$ cat src/sv/keyframe_joint_interpolator_top_assert.svh
// Assertion macros for the keyframe joint interpolator.
// Included by the top module to check its own logic; needs i_clk and i_rst_n in scope.
`ifndef KEYFRAME_JOINT_INTERPOLATOR_TOP_ASSERT_SVH
`define KEYFRAME_JOINT_INTERPOLATOR_TOP_ASSERT_SVH
`ifndef SYNTHESIS
`define KJI_ASSERT(lbl, prop, msg) \
    lbl: assert property (@(posedge i_clk) disable iff (!i_rst_n) prop) else $error(msg);
`define KJI_NEVER(lbl, cond, msg) \
    lbl: assert property (@(posedge i_clk) disable iff (!i_rst_n) !(cond)) else $error(msg);
`else
`define KJI_ASSERT(lbl, prop, msg)
`define KJI_NEVER(lbl, cond, msg)
`endif
`endif

$ cat src/sv/kji_div.sv
// Restoring divider producing a 16-bit fraction quotient, one bit per cycle.
// Depends on nothing; used by keyframe_joint_interpolator_top.
module kji_div (
    input  logic        i_clk,
    input  logic        i_rst_n,
    input  logic        i_start,
    input  logic [31:0] i_num,
    input  logic [31:0] i_den,
    output logic        o_done,
    output logic [15:0] o_quot
);

    logic [31:0] r_rem;
    logic [31:0] r_den;
    logic [15:0] r_quot;
    logic [4:0]  r_cnt;
    logic        r_busy;
    logic        r_done;
    logic [32:0] w_rem2;
    logic        w_ge;

    assign w_rem2 = {r_rem, 1'b0};
    assign w_ge   = w_rem2 >= {1'b0, r_den};

    always_ff @(posedge i_clk) begin
        if (!i_rst_n) begin
            r_busy <= 1'b0;
            r_done <= 1'b0;
            r_cnt  <= '0;
        end else begin
            r_done <= 1'b0;
            if (i_start) begin
                r_busy <= 1'b1;
                r_cnt  <= '0;
                r_rem  <= i_num;
                r_den  <= i_den;
                r_quot <= '0;
            end else if (r_busy) begin
                r_rem  <= w_ge ? 32'(w_rem2 - {1'b0, r_den}) : w_rem2[31:0];
                r_quot <= {r_quot[14:0], w_ge};
                r_cnt  <= r_cnt + 5'd1;
                if (r_cnt == 5'd15) begin
                    r_busy <= 1'b0;
                    r_done <= 1'b1;
                end
            end
        end
    end

    assign o_done = r_done;
    assign o_quot = r_quot;

endmodule
$ cat config.mk
export PLATFORM = sky130hd
export DESIGN_NAME = kji_div
export DESIGN_NICKNAME = d
export VERILOG_FILES = /design/src/sv/keyframe_joint_interpolator_top_assert.svh /design/src/sv/kji_div.sv
export SDC_FILE = /design/constraint.sdc
export NUM_CORES = 1
export LEC_CHECK = 0
export BUFFER_PORTS_ARGS = -buffer_cell sky130_fd_sc_hd__buf_2
export CAP_MARGIN = 20
export CORE_AREA = 3 3 137 139
export CTS_CLUSTER_DIAMETER = 150
export CTS_CLUSTER_SIZE = 20
export DETAILED_ROUTE_END_ITERATION = 10
export DIE_AREA = 0 0 140 142
export PLACE_DENSITY_LB_ADDON = 0.25
export RECOVER_POWER = 25
export SETUP_SLACK_MARGIN = 0.2
export SLEW_MARGIN = 20
export SYNTH_ARGS = -nofsm -noshare
export SYNTH_HDL_FRONTEND = slang
export SYNTH_SLANG_ARGS = --single-unit
$ cat constraint.sdc
create_clock -name i_clk -period 3.1 [get_ports i_clk]
set_clock_uncertainty 0.15 [all_clocks]
set_input_delay 0.31 -clock i_clk [delete_from_list [all_inputs] [get_ports i_clk]]
set_output_delay 0.31 -clock i_clk [all_outputs]
set_load 0.01 [all_outputs]
* Word level (Yosys, flattened, before mapping) *
Cells that the tools add are included.

operators by class
  add/subtract/negate cells = 2
  magnitude comparators = 1
  equal/unequal tests = 1
  muxes and demuxes = 8
  bitwise operators = 2
  reduce and logical (&&, ||, !) cells = 5

operators by type and width
  operator                                                         number
  32-bit two-way mux                                               3
  33-bit by 32-bit >= comparator with 1-bit output                 1
  32-bit subtractor                                                1
  16-bit two-way mux                                               1
  5-bit by 1-bit adder with 5-bit output, second input constant    1
  5-bit by 4-bit == test with 1-bit output, second input constant  1
  1-bit two-way mux                                                4
  2-bit AND reduction                                              2
  3-bit OR reduction                                               1
  1-bit inverter                                                   2
  2-bit nonzero test                                               1
  2-bit OR reduction                                               1

word-level totals
  register bits = 87
  input bits = 67
  output and inout bits = 17

* Depth between registers and ports, before layout *
Gate-level depths: netlist of run 1.

  word-level depth = 4
  gate-level depth with buffers = 13
  gate-level depth less buffers = 10

* Least setup slack after synthesis of run 1 *
OpenSTA, ideal clock, no wires.

  kind = register to register
  start point = register r_rem[5]
  end point = register r_rem[31] (data pin)
  arrival time = 2.881 ns
  data required time = 2.694 ns
  path slack = -0.187 ns
  stages on the path, launching flop included = 10
  period minus slack after synthesis = 3.287 ns
  cell sequence = edfxtp_1 > ha_1 > o21a_1 > o211ai_2 > a2111o_1 > a2111o_1 > a211oi_2 > o31ai_1 > or4b_1 > and4_1

between the ends
  longest elaborated chain between the ends = 4

RTL lines
  what                                                                                   line                          text
  start, declared                                                                        kji_div.sv:13                 logic [31:0] r_rem;
  start signal, assigned                                                                 kji_div.sv:35                 r_rem <= i_num;
  start signal, assigned                                                                 kji_div.sv:39                 r_rem <= w_ge ? 32'(w_rem2 - {1'b0, r_den}) : w_rem2[31:0];
  32-bit subtractor or 33-bit by 32-bit >= comparator with 1-bit output (tied branches)  kji_div.sv:39, kji_div.sv:23
  32-bit two-way mux (*)                                                                 kji_div.sv:39
  32-bit two-way mux (*)                                                                 kji_div.sv:38                 end else if (r_busy) begin
  32-bit two-way mux (*)                                                                 kji_div.sv:32                 if (i_start) begin

Mark *: on every way between the ends. The rest lies on a longest branch, timed or not. The select of a mux whose other input is x is not followed.
A chain may end at the register's enable or synchronous reset.

* Worst setup path after layout of run 1 *
  start point = register r_rem[3]
  end point = register r_rem[31] (data pin)

Same word-level chain as after synthesis.

==> results of run 1 <==
worst max-delay path, cell delays in order, from the launching register on:
cell      delay, ns
edfxtp_1       0.43
ha_4           0.31
o211ai_1       0.09
a21o_1         0.17
a2111o_1       0.39
a2111o_1       0.49
a211oi_2       0.32
o31ai_2        0.10
or4b_1         0.46
and4_1         0.19
power groups by stage:
stage	clock network [mW]	logic (mW)	registers [mW]
2_1_floorplan	0	0.669	1.46
3_3_place_gp	0	1.05	1.46
3_5_place_dp	0	1.05	1.47
4_1_cts	1.19	1.26	1.44
5_1_grt	1.23	1.41	1.45
6_report	1.16	1.27	1.44
cell type report:
| type | count | area [sq um] |
|---|---|---|
| Multi-Input combinational cell | 392 | 2810 |
| Timing Repair Buffer | 200 | 1500 |
| Fill cell | 1776 | 10200 |
| Clock buffer | 10 | 229 |
| Sequential cell | 87 | 2540 |
| Clock inverter | 6 | 85.1 |
| Tap cell | 229 | 287 |
| Inverter | 38 | 143 |
through the flow:
stage	util	power [mW]	instance area (sq um)	setup TNS (ns)
global placement	0.366	2.51	6510	-2.95
global route	0.427	4.09	7590	-7.19
finish	0.427	3.87	7590	-2.30
floorplan	-	2.13	5370	-0.0728
CTS	0.424	3.90	7540	-2.91
detailed placement	0.366	2.52	6510	-4.75
per-layer routing:
metal | share of wire | GRT usage | wire length, um
met3 | 0.058 | 0.0323 | 846
met1 | 0.45 | 0.190 | 6560
met2 | 0.48 | 0.260 | 7040
met5 | 0 | 0 | 0
met4 | 0.017 | 0.0535 | 245
final timing paths:
path,slack [ns],depth (start not counted),to
hold reg to reg,0.34,2,r_cnt[4]
hold / removal,0.05,1,r_den[1]
setup reg to reg,-0.25,9,r_rem[31]
setup / recovery,-0.25,9,r_rem[31]
what timing repair did:
item                                    in CTS  in global routing
cloned                                       3                  0
buffers inserted                            11                  6
pin swaps                                   38                  6
hold endpoints to repair                    31                  0
endpoints found under the setup margin      33                 33
hold buffers                                31                  0
gates resized for setup                     66                  4
synthesized netlist by cell type, types with 3 or more instances:
cell type  count  share of area
a21o_1        19          0.027
nand2b_1       5         0.0059
edfxtp_1      80           0.45
nor3_1         4         0.0038
nand3_1       12          0.011
a2bb2oi_1      8          0.013
dfxtp_1        7          0.026
clkbuf_1      16          0.011
nand2_1       69          0.049
or3_1          7         0.0083
nor2b_1       17          0.020
a31oi_1       25          0.030
a211oi_1       3         0.0042
buf_2          4         0.0038
xnor2_1       14          0.023
nor4_1         4         0.0047
a21oi_1       39          0.037
xor2_1        10          0.017
o211ai_1       3         0.0042
mux2i_1        4         0.0076
o31ai_1        5         0.0071
nand4_1        9          0.011
nor2_1        44          0.031
o21ai_0       17          0.016
inv_1         37          0.026
ha_1          34          0.080
and2_1         3         0.0035
o21a_1         5         0.0071
cell families (layout without fill, tap and decap cells):
| family | after synthesis | after routing | synth area share |
|---|---|---|---|
| mux | 5 | 5 | 0.00968 |
| compound gates | 144 | 144 | 0.181 |
| simple gates | 184 | 184 | 0.163 |
| buf+inv | 59 | 254 | 0.0427 |
| flops | 87 | 87 | 0.480 |
| xor+xnor | 24 | 24 | 0.0397 |
| fa+ha+maj | 35 | 35 | 0.0841 |
flip-flops by register name, indices dropped and copies added (netlist names):
name,count
o_done,1
o_quot,16
r_rem,32
r_busy,1
r_cnt,5
r_den,32
==> metrics.md, run 1 <==
| Metric | Value |
|---|---|
| Layout net count | `830` |
| Fraction of registers with async set or reset after synthesis | `0` |
| Final antenna diode count | `0` |
| Int Pwr | `2.73 mW` |
| Global-route wire length before repair | `24.3 mm` |
| Final setup vio count | `29` |
| Die height | `142 um` |
| Synthesis-to-finish area growth | `43.3%` |
| DRC violations left | `0` |
| Number of nets with antenna violations after detailed routing | `0` |
| Largest net degree at the start of global routing | `34` |
| Quantity of I/O buffers inserted on ports | `83` |
| Setup CP Type | `reg -> reg` |
| Number of unique standard cell types used by synthesis | `54` |
| HP Start | `i_den[1]` |
| Maximum resistive drop on vdd | `0.297 mV` |
| Critical path fanouts, max | `4` |
| Leakage | `3.21 nW` |
| Endpoint class of the critical path | `flip-flop` |
| Seq/Total Area, Yosys | `0.480` |
| Total number of vias | `4,680` |
| Switching share of power | `0.294` |
| Number of max-capacitance violations reported | `0` |
| Count of TritonRoute iterations in the first routing pass | `4` |
| DR vias/cell | `4.86` |
| Final Routed Wirelength | `14.7 mm` |
| Status | `finished with violations` |
| Pwr/cell area | `510 nW/um^2` |
| Count of pins on the block boundary | `84` |
| Final worst setup slack | `-0.247 ns` |
| Worst slack, placed | `-0.235 ns` |
| Final weighted congestion in routability-driven placement | `0.850` |
| Hold violation total from the final report | `0` |
| Total CTS buffers | `9` |
| Net count after synthesis | `640` |
| CORE AREA | `17,800 sq um` |
| Main flop type after synthesis | `edfxtp_1` |
| Critical path origin | `r_rem[3]` |
| Source-to-sink clock delay at the later pin of the worst-skew pair | `0.35 ns` |
| Violated checks | `setup timing` |
| Final Instance Count excl. Fillers | `962` |
| Shortest clock period the worst path allows after layout | `3.35 ns` |
| Root Driver | `clkbuf_16` |
| Launch point of the worst reg-to-reg path | `r_rem[3]` |
| Number of global-route vias before repair | `4,931` |
| Cells after Synth | `538` |
| Die width | `140 um` |
| Average footprint of a synthesized cell | `9.85 sq um` |
| Signal arrival time at the worst endpoint | `3.30 ns` |
| Warning count from the yosys run | `0` |
| Initial antenna violation count | `0` |
| Endpoint required time on the critical path | `3.05 ns` |
| Clk sinks | `87` |
| Most common library cell in the layout ignoring fill and taps | `buf_2` |
| Clock transition at the registers of the reported paths | `0.07 ns` |
| Remaining max-slew budget at the tightest pin | `0.653` |
| Combinational Power Share | `0.327` |
| CTS HTree Levels | `3` |
| Cell Count Post-Placement | `895` |
| Number of DRC markers after the initial detailed-route iteration | `227` |
| Share of total power in sequential cells | `0.373` |
| Global-route usage over all layers | `0.152` |
| #FFs+latches synth | `87` |
| Effective utilization at floorplan | `0.298` |
| DP Wirelength | `10.5 mm` |
| Maximum clock frequency | `299 MHz` |
| Number of enable-type register cells in the synthesized netlist | `80` |
| Wire length per cell after detailed routing | `15.3 um` |
| Global route overflow | `0` |
| Path category of the worst min-delay check | `in -> reg` |
| Area enclosed by the die boundary | `19,900 sq um` |
| Slew at the pin closest to its max-slew limit | `0.521 ns` |
| Element type at the critical path start | `flip-flop` |
| Number of buffers between clock root and the deepest sink | `2` |
| CTS tree | `done` |
| Share of post-route cells with drive strength above 1 | `0.332` |
| Row count | `49` |
| Synthesized cell area | `5300 sq um` |
| Clock share of power | `0.300` |
| Final worst-path cycle share | `1.08` |
| Switching component of the power | `1.14 mW` |
| RSZ-0062 raised after global routing | `true` |
| Final-layout worst hold slack | `0.0509 ns` |
| Most frequent cells in the layout | `buf_2 (81), edfxtp_1 (80), buf_4 (71), nand2_1 (52), nor2_1 (43)` |
| Max-slew violations | `0` |
Note: power is estimated with default switching activity, not from simulation.
==> run 2: changes to the inputs <==
- RECOVER_POWER: 25 -> 100
==> run 2 against run 1 <==
The flow still finishes with violations (setup timing). Global-route usage unchanged. Worst setup slack got worse by 0.0034 ns. Worst hold slack improved by 0.0060 ns. Cell count unchanged. Count of clock-buffer cells in the layout unchanged. Die area unchanged. Flip-flop and latch count unchanged. Sequential share of layout area increased by 0.21 points. Routed wire length increased by 0.35%. First-iteration DRC count decreased by 2.2%. Final area decreased by 0.63%. Largest power group unchanged.
==> metrics.md, run 2 (same netlist as run 1, synthesis figures left out) <==
| Metric | Value |
|---|---|
| Number of global-route vias before repair | `4,931 (unchanged)` |
| Hold violation total from the final report | `0 (unchanged)` |
| Global-route usage over all layers | `0.152 (unchanged)` |
| Final weighted congestion in routability-driven placement | `0.850 (unchanged)` |
| Placed cell area | `6510 sq um (unchanged)` |
| Number of nets with antenna violations after detailed routing | `0 (unchanged)` |
| Int Pwr | `2.73 mW (about the same)` |
| Global route overflow | `0 (unchanged)` |
| Largest net degree at the start of global routing | `34 (unchanged)` |
| HP Start | `i_den[1] (unchanged)` |
| Row count | `49 (unchanged)` |
| Clock transition at the registers of the reported paths | `0.07 ns (about the same)` |
| Launch point of the worst reg-to-reg path | `r_rem[3] (unchanged)` |
| Count of pins on the block boundary | `84 (unchanged)` |
| Switching share of power | `0.295 (was 0.294)` |
| Shortest clock period the worst path allows after layout | `3.35 ns (about the same)` |
| Fill cell instance count of the final layout | `1,789 (was 1,776)` |
| Max-slew violations | `0 (unchanged)` |
| Hold EP | `r_den[1] (unchanged)` |
| Combined area of the multi-input logic cells | `2810 sq um (about the same)` |
| Final Total Pwr | `3.87 mW (about the same)` |
| Final Routed Wirelength | `14.7 mm (about the same)` |
| Clock share of power | `0.301 (was 0.300)` |
| Maximum clock frequency | `298 MHz (was 299 MHz)` |
| Status | `finished with violations (unchanged)` |
| Slew at the pin closest to its max-slew limit | `1.09 ns (was 0.521 ns)` |
| Count of cells along the worst register-to-register path | `9 (unchanged)` |
| Number of max-capacitance violations reported | `0 (unchanged)` |
| Most frequent cells in the layout | `edfxtp_1 (80), buf_4 (69), buf_2 (60), nand2_1 (52), nor2_1 (43) (was buf_2 (81), edfxtp_1 (80), buf_4 (71), nand2_1 (52), nor2_1 (43))` |
| Die width | `140 um (unchanged)` |
| Endpoint class of the critical path | `flip-flop (unchanged)` |
| CTS tree | `done (unchanged)` |
| Worst r2r dst | `r_rem[31] (unchanged)` |
| Area enclosed by the die boundary | `19,900 sq um (unchanged)` |
| Design area | `7550 sq um (was 7590 sq um)` |
| Clk sinks | `87 (unchanged)` |
| Most common library cell in the layout ignoring fill and taps | `edfxtp_1 (was buf_2)` |
| Pwr/cell area | `512 nW/um^2 (was 510 nW/um^2)` |
| Count of TritonRoute iterations in the first routing pass | `4 (unchanged)` |
| Quantity of I/O buffers inserted on ports | `83 (unchanged)` |
| Remaining max-slew budget at the tightest pin | `0.271 (was 0.653)` |
| Wire length per cell after detailed routing | `15.3 um (about the same)` |
| Synthesis-to-finish area growth | `42.4% (was 43.3%)` |
| Source-to-sink clock delay at the later pin of the worst-skew pair | `0.35 ns (about the same)` |
| Critical path fanouts, max | `4 (unchanged)` |
| Maximum resistive drop on vdd | `0.297 mV (about the same)` |
| Final setup vio count | `29 (unchanged)` |
| Share of post-route cells with drive strength above 1 | `0.302 (was 0.332)` |
| Number of buffers between clock root and the deepest sink | `2 (unchanged)` |
| Leakage | `3.14 nW (was 3.21 nW)` |
| RSZ-0062 raised after global routing | `true (unchanged)` |
| Reg-to-reg slack, setup | `-0.25 ns (about the same)` |
| Setup CP Type | `reg -> reg (unchanged)` |
| DRC violations left | `0 (unchanged)` |
| Final worst setup slack | `-0.250 ns (was -0.247 ns)` |
| Die height | `142 um (unchanged)` |
| Root Driver | `clkbuf_16 (unchanged)` |
| Element type at the critical path start | `flip-flop (unchanged)` |
| Final antenna diode count | `0 (unchanged)` |
| CTS HTree Levels | `3 (unchanged)` |
| DR vias/cell | `4.88 (was 4.86)` |
| Number of DRC markers after the initial detailed-route iteration | `222 (was 227)` |
| Initial antenna violation count | `0 (unchanged)` |
| Final Instance Count excl. Fillers | `962 (unchanged)` |
| Layout net count | `830 (unchanged)` |
| Signal arrival time at the worst endpoint | `3.30 ns (about the same)` |
| Global-route wire length before repair | `24.3 mm (unchanged)` |
| Final worst-path cycle share | `1.08 (about the same)` |
| Violated checks | `setup timing (unchanged)` |
| DP Wirelength | `10.5 mm (unchanged)` |
| Switching component of the power | `1.14 mW (about the same)` |
| FF+latch area | `2540 sq um (unchanged)` |
| Cell Count Post-Placement | `895 (unchanged)` |
| CORE AREA | `17,800 sq um (unchanged)` |
| Share of total power in sequential cells | `0.374 (was 0.373)` |
| Total number of vias | `4,695 (was 4,680)` |
| Hold depth | `1 (unchanged)` |
| Total CTS buffers | `9 (unchanged)` |
| Aggregate negative setup slack | `-2.39 ns (was -2.30 ns)` |
| Post-route core utilization | `0.424 (was 0.427)` |
| Combinational Power Share | `0.326 (was 0.327)` |
| Path category of the worst min-delay check | `in -> reg (unchanged)` |
| Endpoint required time on the critical path | `3.05 ns (about the same)` |
| Effective utilization at floorplan | `0.298 (unchanged)` |
[run 2: worst max-delay path, cell delays in order (launching register included)]
cell and delay [ns]:
edfxtp_1 0.43, ha_4 0.31, o211ai_1 0.09, a21o_1 0.17
a2111o_1 0.39, a2111o_1 0.49, a211oi_2 0.32, o31ai_2 0.10
or4b_1 0.46, and4_1 0.19
[run 2: area by class of cell]
cell class              count  share of cell area
flip-flops and latches     87               0.337
clock buffers              10              0.0303
inverters                  38              0.0189
well taps                 229              0.0380
repair buffers            200               0.192
clock inverters             6              0.0113
multi-input cells         392               0.372
[run 2: worst max path at each step]
stage	from	end	slack (ns)	depth (start not counted)
global placement	r_rem[3]	r_rem[31]	-0.18	9
detailed placement	r_rem[5]	r_rem[31]	-0.24	9
floorplan	r_rem[2]	r_rem[31]	-0.07	9
finish	r_rem[3]	r_rem[31]	-0.25	9
global route	r_rem[3]	r_rem[31]	-0.40	9
CTS	r_rem[5]	r_rem[31]	-0.25	9
[run 2: metal layers]
metal / GRT usage / part of all wire / vias up
li1: - / - / 2346
met1: 0.190 / 0.46 / 2216
met2: 0.260 / 0.48 / 109
met3: 0.0323 / 0.048 / 24
met4: 0.0535 / 0.018 / 0
met5: 0 / 0 / -
[run 2: repair_timing]
action | in CTS | in global routing
hold endpoints to repair | 31 | 0
hold buffers | 31 | 0
setup endpoints to repair | 33 | 33
cloned | 3 | 0
setup buffers | 11 | 6
resized for setup | 66 | 4
pin swaps | 38 | 6
[run 2: metrics by stage]
step	hold WS, ns	setup slack, ns
after floorplan	0.259	-0.0728
after global placement	0.330	-0.185
after detailed placement	0.337	-0.235
after global routing	0.0429	-0.400
after CTS	0.00253	-0.251
final	0.0569	-0.250
[run 2: power groups by stage]
stage,Sequential (mW),Clock (mW),Combinational [mW]
floorplan,1.46,0,0.669
global placement,1.46,0,1.05
detailed placement,1.47,0,1.05
CTS,1.44,1.19,1.26
global route,1.45,1.23,1.40
finish,1.45,1.16,1.26
